==> config.mk <==
export PLATFORM = sky130hd
export DESIGN_NAME = polynomial_root_solver_flat
export DESIGN_NICKNAME = d
export VERILOG_FILES = /design/src/hdl/prs_pkg.sv /design/src/hdl/prs_if.sv /design/src/hdl/prs_front.sv /design/src/hdl/prs_fifo.sv /design/src/hdl/prs_back.sv /design/src/hdl/polynomial_root_solver.sv /design/src/flat_wrapper.sv
export SDC_FILE = /design/constraint.sdc
export NUM_CORES = 2
export LEC_CHECK = 0
export ABC_AREA = 1
export BUFFER_PORTS_ARGS = -buffer_cell sky130_fd_sc_hd__buf_2
export CELL_PAD_IN_SITES_DETAIL_PLACEMENT = 2
export CELL_PAD_IN_SITES_GLOBAL_PLACEMENT = 2
export CORE_ASPECT_RATIO = 1.25
export CORE_MARGIN = 10
export CORE_UTILIZATION = 25
export DETAILED_ROUTE_END_ITERATION = 16
export GPL_TIMING_DRIVEN = 0
export PLACE_DENSITY = 0.64
export SYNTH_ARGS = -nofsm -noshare
export SYNTH_HDL_FRONTEND = slang
export SYNTH_SLANG_ARGS = --single-unit
export TNS_END_PERCENT = 20
==> constraint.sdc <==
create_clock -name clk -period 7.9 [get_ports clk]
set_clock_uncertainty 0.1 [all_clocks]
set_input_delay 0.79 -clock clk [delete_from_list [all_inputs] [get_ports clk]]
set_output_delay 0.79 -clock clk [all_outputs]
set_load 0.02 [all_outputs]
==> src/hdl/prs_pkg.sv <==
package prs_pkg;

    localparam int COEF_WIDTH_DEF = 16;
    localparam int FRAC_BITS_DEF  = 16;
    localparam int VAL_WIDTH      = 48;

    typedef enum logic [2:0] {
        ST_TWO_REAL = 3'd0,
        ST_REPEATED = 3'd1,
        ST_COMPLEX  = 3'd2,
        ST_LEAD_ZERO = 3'd3,
        ST_LINEAR   = 3'd4
    } status_t;

    localparam logic OP_LINEAR = 1'b0;
    localparam logic OP_QUAD   = 1'b1;

endpackage

==> src/hdl/prs_if.sv <==
interface prs_if #(
    parameter int W = 1
) ();
    logic         valid;
    logic         ready;
    logic [W-1:0] data;

    modport source (output valid, output data, input ready);
    modport sink   (input valid, input data, output ready);
endinterface

==> src/hdl/prs_front.sv <==
// Front end: sign-extend coefficients, form the discriminant in two stages.
module prs_front #(
    parameter int CW = prs_pkg::COEF_WIDTH_DEF,
    parameter int QW = 4 * CW + 4
) (
    input  logic                  clk,
    input  logic                  rst_n,
    input  logic                  in_valid,
    output logic                  in_ready,
    input  logic                  opcode,
    input  logic signed [CW-1:0]  coef_a,
    input  logic signed [CW-1:0]  coef_b,
    input  logic signed [CW-1:0]  coef_c,
    output logic                  out_valid,
    input  logic                  out_ready,
    output logic [QW-1:0]         out_data
);
    import prs_pkg::*;

    localparam int PW = 2 * CW + 3;

    logic                 v1_reg, v2_reg;
    logic                 op1_reg, op2_reg;
    logic signed [CW-1:0] a1_reg, b1_reg, a2_reg, b2_reg;
    logic signed [PW-1:0] bb_reg, ac_reg, d_reg;
    logic                 adv1, adv2;

    assign adv2     = !v2_reg || out_ready;
    assign adv1     = !v1_reg || adv2;
    assign in_ready = adv1;

    always_ff @(posedge clk or negedge rst_n)
    begin
        if (!rst_n)
        begin
            v1_reg <= 1'b0;
            v2_reg <= 1'b0;
        end
        else
        begin
            if (adv1)
                v1_reg <= in_valid;
            if (adv2)
                v2_reg <= v1_reg;
        end
    end

    always_ff @(posedge clk)
    begin
        if (adv1 && in_valid)
        begin
            op1_reg <= opcode;
            a1_reg  <= coef_a;
            b1_reg  <= coef_b;
            bb_reg  <= PW'(coef_b * coef_b);
            ac_reg  <= PW'(coef_a * coef_c);
        end
        if (adv2 && v1_reg)
        begin
            op2_reg <= op1_reg;
            a2_reg  <= a1_reg;
            b2_reg  <= b1_reg;
            d_reg   <= bb_reg - (ac_reg <<< 2);
        end
    end

    assign out_valid = v2_reg;
    assign out_data  = QW'({op2_reg, a2_reg, b2_reg, d_reg});
endmodule

==> src/hdl/prs_fifo.sv <==
// Small queue between front and back ends.
module prs_fifo #(
    parameter int W = 8,
    parameter int DEPTH = 4
) (
    input  logic         clk,
    input  logic         rst_n,
    input  logic         in_valid,
    output logic         in_ready,
    input  logic [W-1:0] in_data,
    output logic         out_valid,
    input  logic         out_ready,
    output logic [W-1:0] out_data
);
    localparam int AW = $clog2(DEPTH);

    logic [W-1:0] mem_reg [DEPTH];
    logic [AW-1:0] wr_reg, rd_reg;
    logic [AW:0]   cnt_reg;
    logic          push, pop;

    assign in_ready  = cnt_reg != (AW+1)'(DEPTH);
    assign out_valid = cnt_reg != '0;
    assign out_data  = mem_reg[rd_reg];
    assign push      = in_valid && in_ready;
    assign pop       = out_valid && out_ready;

    always_ff @(posedge clk or negedge rst_n)
    begin
        if (!rst_n)
        begin
            wr_reg  <= '0;
            rd_reg  <= '0;
            cnt_reg <= '0;
        end
        else
        begin
            if (push)
                wr_reg <= (wr_reg == AW'(DEPTH-1)) ? '0 : wr_reg + 1'b1;
            if (pop)
                rd_reg <= (rd_reg == AW'(DEPTH-1)) ? '0 : rd_reg + 1'b1;
            cnt_reg <= cnt_reg + (AW+1)'(push) - (AW+1)'(pop);
        end
    end

    always_ff @(posedge clk)
    begin
        if (push)
            mem_reg[wr_reg] <= in_data;
    end
endmodule

==> src/hdl/prs_back.sv <==
// Back end: bit-serial square root, then up to two restoring divides on one unit.
module prs_back #(
    parameter int CW = prs_pkg::COEF_WIDTH_DEF,
    parameter int FB = prs_pkg::FRAC_BITS_DEF,
    parameter int QW = 4 * CW + 4
) (
    input  logic                       clk,
    input  logic                       rst_n,
    input  logic                       in_valid,
    output logic                       in_ready,
    input  logic [QW-1:0]              in_data,
    output logic                       out_valid,
    input  logic                       out_ready,
    output prs_pkg::status_t           status,
    output logic signed [prs_pkg::VAL_WIDTH-1:0] first_value,
    output logic signed [prs_pkg::VAL_WIDTH-1:0] second_value
);
    import prs_pkg::*;

    localparam int PW  = 2 * CW + 3;
    localparam int RW  = PW / 2 + FB + 2;           // root width
    localparam int NSQ = (PW + 1) / 2 + FB;         // root steps
    localparam int NW  = CW + FB + 2;               // numerator magnitude width
    localparam int NMW = (NW > RW ? NW : RW) + 1;
    localparam int DW  = CW + 1;                    // divisor magnitude width
    localparam int SCW = $clog2(NSQ + NMW + 1);
    localparam int RMW = RW + 3;

    typedef enum logic [1:0] { S_IDLE, S_SQRT, S_DIV, S_DONE } state_t;

    state_t                state_reg;
    logic                  second_reg;
    logic [SCW-1:0]        cnt_reg;
    logic                  op_reg;
    logic signed [CW-1:0]  a_reg, b_reg;
    logic [PW-1:0]         mag_reg;
    logic [RW-1:0]         root_reg;
    logic [RMW-1:0]        rem_reg;
    logic [NMW-1:0]        quo_reg;
    logic [DW:0]           drem_reg;
    logic                  neg_reg;
    status_t               st_reg;
    logic signed [VAL_WIDTH-1:0] v1_reg, v2_reg;
    logic                  ov_reg;

    logic signed [CW-1:0]  a_in, b_in;
    logic signed [PW-1:0]  d_in;
    logic                  op_in;
    logic [1:0]            pair;
    logic [RMW-1:0]        rem_sh, trial;
    logic [DW-1:0]         dmag;
    logic [DW:0]           dsh;
    logic signed [NMW:0]   nb, num;
    logic signed [NMW:0]   sroot;

    assign {op_in, a_in, b_in, d_in} = in_data[1 + 2 * CW + PW - 1:0];
    assign in_ready  = state_reg == S_IDLE;
    assign out_valid = ov_reg;

    always_comb
    begin
        pair = 2'b00;
        if (cnt_reg >= SCW'(FB))
            pair = 2'(mag_reg >> (2 * (int'(cnt_reg) - FB)));
    end
    assign rem_sh = {rem_reg[RMW-3:0], pair};
    assign trial  = RMW'({root_reg, 2'b01});

    assign dmag  = (op_reg == OP_LINEAR)
                 ? DW'(a_reg[CW-1] ? -a_reg : a_reg)
                 : DW'(a_reg[CW-1] ? -(DW'(a_reg) <<< 1) : (DW'(a_reg) <<< 1));
    assign dsh   = {drem_reg[DW-1:0], quo_reg[NMW-1]};
    assign nb    = -((NMW+1)'(b_reg) <<< FB);
    assign sroot = (NMW+1)'(root_reg);
    always_comb
    begin
        if (op_reg == OP_LINEAR || st_reg == ST_REPEATED || (st_reg == ST_COMPLEX && !second_reg))
            num = nb;
        else if (st_reg == ST_COMPLEX)
            num = sroot;
        else if (!second_reg)
            num = nb + sroot;
        else
            num = nb - sroot;
    end

    always_ff @(posedge clk or negedge rst_n)
    begin
        if (!rst_n)
        begin
            state_reg <= S_IDLE;
            ov_reg    <= 1'b0;
        end
        else
        begin
            if (ov_reg && out_ready && state_reg != S_DONE)
                ov_reg <= 1'b0;
            case (state_reg)
                S_IDLE:
                begin
                    if (in_valid)
                    begin
                        op_reg     <= op_in;
                        a_reg      <= a_in;
                        b_reg      <= b_in;
                        mag_reg    <= PW'(d_in[PW-1] ? -d_in : d_in);
                        root_reg   <= '0;
                        rem_reg    <= '0;
                        second_reg <= 1'b0;
                        v1_reg     <= '0;
                        v2_reg     <= '0;
                        if (a_in == '0)
                        begin
                            st_reg    <= ST_LEAD_ZERO;
                            state_reg <= S_DONE;
                        end
                        else if (op_in == OP_LINEAR)
                        begin
                            st_reg    <= ST_LINEAR;
                            state_reg <= S_DIV;
                            cnt_reg   <= '1;
                        end
                        else if (d_in == '0)
                        begin
                            st_reg    <= ST_REPEATED;
                            state_reg <= S_DIV;
                            cnt_reg   <= '1;
                        end
                        else
                        begin
                            st_reg    <= d_in[PW-1] ? ST_COMPLEX : ST_TWO_REAL;
                            state_reg <= S_SQRT;
                            cnt_reg   <= SCW'(NSQ - 1);
                        end
                    end
                end
                S_SQRT:
                begin
                    if (rem_sh >= trial)
                    begin
                        rem_reg  <= rem_sh - trial;
                        root_reg <= {root_reg[RW-2:0], 1'b1};
                    end
                    else
                    begin
                        rem_reg  <= rem_sh;
                        root_reg <= {root_reg[RW-2:0], 1'b0};
                    end
                    if (cnt_reg == '0)
                    begin
                        state_reg <= S_DIV;
                        cnt_reg   <= '1;
                    end
                    else
                        cnt_reg <= cnt_reg - 1'b1;
                end
                S_DIV:
                begin
                    if (cnt_reg == '1)
                    begin
                        // load numerator magnitude; sign of quotient
                        quo_reg  <= NMW'(num[NMW] ? -num : num);
                        neg_reg  <= num[NMW] ^ a_reg[CW-1];
                        drem_reg <= '0;
                        cnt_reg  <= SCW'(NMW - 1);
                    end
                    else
                    begin
                        if (dsh >= (DW+1)'(dmag))
                        begin
                            drem_reg <= dsh - (DW+1)'(dmag);
                            quo_reg  <= {quo_reg[NMW-2:0], 1'b1};
                        end
                        else
                        begin
                            drem_reg <= dsh;
                            quo_reg  <= {quo_reg[NMW-2:0], 1'b0};
                        end
                        if (cnt_reg == '0)
                        begin
                            if (!second_reg)
                                v1_reg <= neg_reg
                                    ? -VAL_WIDTH'({quo_reg[NMW-2:0], dsh >= (DW+1)'(dmag)})
                                    : VAL_WIDTH'({quo_reg[NMW-2:0], dsh >= (DW+1)'(dmag)});
                            else
                                v2_reg <= neg_reg
                                    ? -VAL_WIDTH'({quo_reg[NMW-2:0], dsh >= (DW+1)'(dmag)})
                                    : VAL_WIDTH'({quo_reg[NMW-2:0], dsh >= (DW+1)'(dmag)});
                            if (!second_reg && (st_reg == ST_TWO_REAL || st_reg == ST_COMPLEX))
                            begin
                                second_reg <= 1'b1;
                                cnt_reg    <= '1;
                            end
                            else
                                state_reg <= S_DONE;
                        end
                        else
                            cnt_reg <= cnt_reg - 1'b1;
                    end
                end
                S_DONE:
                begin
                    if (!ov_reg || out_ready)
                    begin
                        ov_reg       <= 1'b1;
                        status       <= st_reg;
                        first_value  <= v1_reg;
                        second_value <= v2_reg;
                        state_reg    <= S_IDLE;
                    end
                end
                default: state_reg <= S_IDLE;
            endcase
        end
    end
endmodule

==> src/hdl/polynomial_root_solver.sv <==
// Linear / quadratic root solver. Each item (opcode, a, b, c) yields one result: status
// and two signed 48-bit fixed-point values with FRAC_BITS fractional bits. A two-stage
// front end forms D = b*b - 4ac and hands items through a four-entry queue to a back end
// that runs a bit-serial square root (one root bit per cycle, (2*COEF_WIDTH+4)/2+FRAC_BITS
// root steps) and a shared restoring divider (a load step, then one quotient bit per cycle;
// two quotients for real or complex pairs, one for a repeated root or a linear item). A
// leading-zero item skips both. The back end takes a new item only when idle, once the
// previous result is in its output register, where it may wait for the sink. Throughput
// is set by the back end.
module polynomial_root_solver #(
    parameter int COEF_WIDTH = prs_pkg::COEF_WIDTH_DEF,
    parameter int FRAC_BITS  = prs_pkg::FRAC_BITS_DEF
) (
    input  logic clk,
    input  logic rst_n,
    prs_if.sink  in_ch,
    prs_if.source out_ch
);
    import prs_pkg::*;

    localparam int QW = 4 * COEF_WIDTH + 4;

    logic          f_valid, f_ready, q_valid, q_ready;
    logic [QW-1:0] f_data, q_data;
    status_t       st;
    logic signed [VAL_WIDTH-1:0] v1, v2;

    // Input item layout: {coef_c, coef_b, coef_a, opcode}
    prs_front #(.CW(COEF_WIDTH), .QW(QW)) u_front (
        .clk(clk), .rst_n(rst_n),
        .in_valid(in_ch.valid), .in_ready(in_ch.ready),
        .opcode(in_ch.data[0]),
        .coef_a(in_ch.data[COEF_WIDTH:1]),
        .coef_b(in_ch.data[2*COEF_WIDTH:COEF_WIDTH+1]),
        .coef_c(in_ch.data[3*COEF_WIDTH:2*COEF_WIDTH+1]),
        .out_valid(f_valid), .out_ready(f_ready), .out_data(f_data)
    );

    prs_fifo #(.W(QW), .DEPTH(4)) u_fifo (
        .clk(clk), .rst_n(rst_n),
        .in_valid(f_valid), .in_ready(f_ready), .in_data(f_data),
        .out_valid(q_valid), .out_ready(q_ready), .out_data(q_data)
    );

    prs_back #(.CW(COEF_WIDTH), .FB(FRAC_BITS), .QW(QW)) u_back (
        .clk(clk), .rst_n(rst_n),
        .in_valid(q_valid), .in_ready(q_ready), .in_data(q_data),
        .out_valid(out_ch.valid), .out_ready(out_ch.ready),
        .status(st), .first_value(v1), .second_value(v2)
    );

    // Output item layout: {second_value, first_value, status}
    assign out_ch.data = {v2, v1, st};
endmodule

==> src/flat_wrapper.sv <==
// flat-port wrapper written by rule: the top's interface ports become plain ports
module polynomial_root_solver_flat import prs_pkg::*;
#(
    parameter int COEF_WIDTH = prs_pkg::COEF_WIDTH_DEF,
    parameter int FRAC_BITS  = prs_pkg::FRAC_BITS_DEF
)
  (clk, rst_n, in_ch_valid, in_ch_data, in_ch_ready, out_ch_valid, out_ch_data, out_ch_ready);
  prs_if #(.W((1 + 3 * (COEF_WIDTH_DEF)))) in_ch_i ();
  prs_if #(.W((3 + 2 * VAL_WIDTH))) out_ch_i ();
  input  logic clk;
  input  logic rst_n;
  input wire logic [$bits(in_ch_i.valid)-1:0] in_ch_valid;
  input wire logic [$bits(in_ch_i.data)-1:0] in_ch_data;
  output wire logic [$bits(in_ch_i.ready)-1:0] in_ch_ready;
  output wire logic [$bits(out_ch_i.valid)-1:0] out_ch_valid;
  output wire logic [$bits(out_ch_i.data)-1:0] out_ch_data;
  input wire logic [$bits(out_ch_i.ready)-1:0] out_ch_ready;
  assign in_ch_i.valid = in_ch_valid;
  assign in_ch_i.data = in_ch_data;
  assign in_ch_ready = in_ch_i.ready;
  assign out_ch_valid = out_ch_i.valid;
  assign out_ch_data = out_ch_i.data;
  assign out_ch_i.ready = out_ch_ready;
  polynomial_root_solver #(.COEF_WIDTH(COEF_WIDTH), .FRAC_BITS(FRAC_BITS)) u_core (.clk(clk), .rst_n(rst_n), .in_ch(in_ch_i), .out_ch(out_ch_i));
endmodule
Yosys cells after proc, flatten, opt, wreduce, memory -nomap -nowiden
Memories as Yosys holds them, arrays and structs flattened.
Index checks and enable logic that the tools add are counted.
{ "classes": {"addsub": 17, "mul": 2, "magnitude_cmp": 3, "n_eq_ne": 21, "shift": 1, "mux": 62, "n_bitwise": 2, "n_reduce_logical": 37} }
{ "op_table": {"columns": ["cell", "n"], "rows": [
  ["$mux 48", 8],
  ["$pmux 48 s2", 2],
  ["$mux 36", 4],
  ["$mux 37", 3],
  ["$pmux 36 s2", 1],
  ["$pmux 35 s2", 1],
  ["$mux 17", 4],
  ["$mul 16x16->32", 2],
  ["$mux 7", 8],
  ["$neg 36->48", 1],
  ["$ge 38x37->1", 1],
  ["$add 37x36->37", 1],
  ["$neg 32->37", 1],
  ["$sub 37x36->37", 1],
  ["$neg 36->36", 1],
  ["$sub 36x36->36", 1],
  ["$logic_not 35->1", 1],
  ["$mux 35", 1],
  ["$neg 35->35", 1],
  ["$shr 35x32->2", 1],
  ["$sub 35x34->35", 1],
  ["$mux 34", 1],
  ["$mux 2", 14],
  ["$reduce_and 6->1", 4],
  ["other kinds (37)", 81]
]} }
{ "word_totals": {"ff_bits": 579, "mem_bits_rw": 272, "in_bits": 53, "out_inout_bits": 101, "wordCells": 180, "mem_count": 1} }
{ "mem_list": {"columns": ["name", "depth", "word_bits", "read_ports", "rd_clocked_by_memory_dff", "write_ports", "line_no", "source"], "rows": [
  ["u_core.u_fifo.mem_reg", 4, 68, 1, 0, 1, "prs_fifo.sv:17", "logic [W-1:0] mem_reg [DEPTH];"]
]} }

Logic depth before layout (Yosys ltp)
{ "depth": {"ltp_word": 10, "depth_mapped": 38, "ltp_nobuf": 36} }

Modules after synthesis
From an unflattened synthesis, not the netlist that was laid out.
{ "hier_totals": {"hier_cells": 7213, "area_unflattened_um2": 64061.4} }
{ "modules_own_cells": {"columns": ["mod", "n_inst", "cells_each", "area_per_inst_um2", "seq_area_each_um2"], "rows": [
  ["prs_front", 1, 3438, 28065.7, 4884.7],
  ["prs_back", 1, 2926, 24817.6, 12056.6],
  ["prs_fifo", 1, 849, 11178.2, 8343.0]
]} }

Least setup slack after synthesis
Ideal clock, no wire load.
{ "synth_timing": {"path_kind": "input to register", "startpoint": "input rst_n", "endpoint": "register u_core.u_back.first_value[0] (netlist name), enable pin", "setup_ns": 0.678, "arrival_time_ns": 7.539, "required_time_ns": 7.122, "path_slack_ns": -0.417, "stages": 2, "path_buffers": 0, "path_cell_list": "inv_1 > nor3_1"} }
{ "synth_between": {"elab_chain_cells": 1} }
{ "synth_lines": {"columns": ["item", "line_no", "source"], "rows": [
  ["start, declared", "flat_wrapper.sv:11", "input logic rst_n;"],
  ["$reduce_and 3->1 (no line)", null, null],
  ["end signal, assigned", "prs_back.sv:207", "first_value <= v1_reg;"],
  ["end, declared", "prs_back.sv:15", "output logic signed [prs_pkg::VAL_WIDTH-1:0] first_value,"]
]} }
Every way passes these cells.
A chain may end at the register's enable or synchronous reset.

Worst setup path after layout
{ "layout_timing": {"startpoint": "input in_ch_data[36]", "endpoint": "register u_core.u_front.ac_reg[30] (data pin)"} }
{ "layout_between": {"elab_chain_cells": 1} }
{ "layout_lines": {"columns": ["item", "line_no", "source"], "rows": [
  ["start, declared", "flat_wrapper.sv:13", "input wire logic [$bits(in_ch_i.data)-1:0] in_ch_data;"],
  ["$mul 16x16->32", "prs_front.sv:56", "ac_reg <= PW'(coef_a * coef_c);"],
  ["end signal, assigned", "prs_front.sv:56", null],
  ["end, declared", "prs_front.sv:25", "logic signed [PW-1:0] bb_reg, ac_reg, d_reg;"]
]} }
Every way passes these cells.

==> impl_metrics.yaml <==
cells_and_area:
  design_area_sq_um: 69000
  mostFrequentLayoutCells: "inv_1, nand2_1, edfxtp_1"
  final_cells: 9855
  fin_nets: 7487
  layout_commonest_cell: "inv_1"
  area_delta_synth_final_pct: 14.2
  largest_reg_flops: 264
  drive_gt1_frac: 0.0741
floorplan:
  io_pins: 154
  fp.dieH_microns: 570
  initial_core_util: 0.252
  core_sq_um: 240000
  die_area_sq_um: 262000
  die_w_microns: 460
  rows: 201
synthesis:
  ys_warn_count: 0
  synth.top_cell.area_share: 0.409
  ys.flop_type: "edfxtp_1"
  synthArstFlopShare: 0.0144
  ys_ff_latch: 835
  syn_avg_cell_area_sq_um: 9.49
  synth_top_area_cell: "edfxtp_1"
  syn_area_sq_um: 60400
  synth-edff-count: 823
  synthTopCellsByArea: "edfxtp_1, fa_1, inv_1"
  synth.yosys.seq_area_share: 0.414
  synthCells: 6368
  synth_fp_nets: 7221
  ys_types: 59
timing:
  worst_slew_pin_slew_ns: 1.13
  hold_viol: 0
  rsz0062_at_grt: "false"
  min_period_over_period: 0.946
  finalSetupTns_ns: 0
  drv_slew: 0
  setup_viol: 0
  fmax_mhz: 134
  max_slew_margin: 0.244
  finalCriticalPeriod_ns: 7.47
global_route:
  antenna_found_initial: 6
  grt_first_pass_wirelength_microns: 315000
  track_usage: 0.155
  grt_overflow: 0
  grt_pass1_vias: 51500
  grt_max_degree: 64
placement:
  gp_congestion: 0.881
  dp_hpwl_microns: 168000
  dp.cells: 9683
  placed_cell_area_sq_um: 65800
  io_buffers: 138
detailed_routing:
  wl_microns: 205000
  vias: 44600
  ant_nets: 0
  drtIter0Drc: 1806
  vias_per_cell: 4.53
  wl_per_cell_microns: 20.8
  firstDrtPassIters: 5
  drc: 0
worst_setup_path:
  critical_path_class: "primary input to register"
  cp-start-kind: "primary input"
  worstPathRequired_ns: 8.28
  crit_path_end_kind: "register"
  cp_max_fo: 10
  critPathArrivalTime_ns: 7.86
clock_tree:
  clock_latency_ns: 0.74
  htree_levels: 3
  cts_sinks: 835
  cts.clk_slew.worst_paths_ns: 0.06
  cts_tree: "yes"
  cts_inserted_buffers: 93
  cts_root_buf: "clkbuf_16"
  cts.path.max_buffers: 3
worst_hold_path:
  hold_path.class: "primary input to register"
flow_run:
  maxCapViolCount: 0
status:
  status: "complete, no violations"
-- critical path, stage by stage --
cell	delay [ns]
clkbuf_1	0.48
clkbuf_2	0.50
nand2_1	0.15
fa_1	0.57
fa_1	0.44
fa_1	0.50
fa_1	0.49
inv_1	0.06
fa_1	0.55
inv_1	0.06
fa_1	0.52
inv_1	0.06
ha_1	0.36
nand2_1	0.07
o21ai_0	0.53
a21boi_0	0.31
o21ai_0	0.46
a31oi_1	0.24
o21ai_1	0.38
a21oi_1	0.15
xor2_1	0.17
-- per-layer routing --
layer / routed length, microns / share of wire / GRT usage / vias up
li1: - / - / - / 20900
met1: 81400 / 0.40 / 0.173 / 23000
met2: 114000 / 0.56 / 0.310 / 513
met3: 4860 / 0.024 / 0.0157 / 197
met4: 4780 / 0.023 / 0.0356 / 0
met5: 0 / 0 / 0 / -
-- layout make-up --
class	count	area (sq um)
Clock inverter	64	736
Tap cell	3146	3940
Inverter	1350	5080
Antenna cell	4	10.0
Clock buffer	102	2360
Buffer	207	867
Multi-Input combinational cell	3975	29600
Sequential cell	835	25000
Fill cell	26800	171000
Timing Repair Buffer	172	1370
-- stage by stage --
| step | util | hold slack [ns] | setup slack (ns) |
|---|---|---|---|
| floorplan | - | 0.300 | 1.10 |
| global placement | 0.271 | 0.301 | -0.960 |
| detailed placement | 0.274 | 0.306 | -0.932 |
| CTS | 0.287 | 0.0952 | 0.0351 |
| global route | 0.287 | 0.120 | 0.000203 |
| finish | 0.287 | 0.164 | 0.425 |
-- cells by family after synthesis --
group | after synthesis | synth area share
compound gates | 871 | 0.0810
xor+xnor | 245 | 0.0355
fa+ha+maj | 800 | 0.228
buf+inv | 1558 | 0.0978
flops | 835 | 0.414
mux | 3 | 0.000497
simple gates | 2056 | 0.143
-- repair_timing --
| action | CTS | global route |
|---|---|---|
| gates resized for setup | 3 | 49 |
| hold buffers | 1 | 0 |
| setup endpoints to repair | 14 | 35 |
| pin swaps | 1 | 0 |
| setup buffers | 1 | 1 |
| endpoints found under the hold margin | 12 | 0 |
-- Yosys cell counts (85+ instances only) --
library cell  number
fa_1             505
nand3_1          193
edfxtp_1         823
nor2_1           422
nand2_1         1183
a21oi_1          340
ha_1             295
clkbuf_1         158
xnor2_1           85
inv_1           1329
o21ai_0          294
xor2_1           160
-- final timing paths --
check | slack [ns] | depth (start not counted) | from | to
setup reg to reg | 0.87 | 34 | u_core.u_back.a_reg[2]$_DFFE_PP_ | u_core.u_back.v1_reg[34]$_DFFE_PP_
max in group asynchronous | 6.84 | 2 | rst_n | u_core.u_front.v1_reg$_DFFE_PN0N_
hold / removal | 0.16 | 1 | in_ch_data[9] | u_core.u_front.a1_reg[8]$_DFFE_PP_
min in group asynchronous | 0.48 | 2 | rst_n | u_core.u_back.out_valid$_DFF_PN0_
setup / recovery | 0.43 | 21 | in_ch_data[36] | u_core.u_front.ac_reg[30]$_DFFE_PP_
hold reg to reg | 0.27 | 0 | u_core.u_back.v2_reg[21]$_DFFE_PP_ | u_core.u_back.second_value[21]$_DFFE_PP_
Power is not shown: default switching activity piles up to over one toggle a cycle in this logic, so the estimate is an artifact.
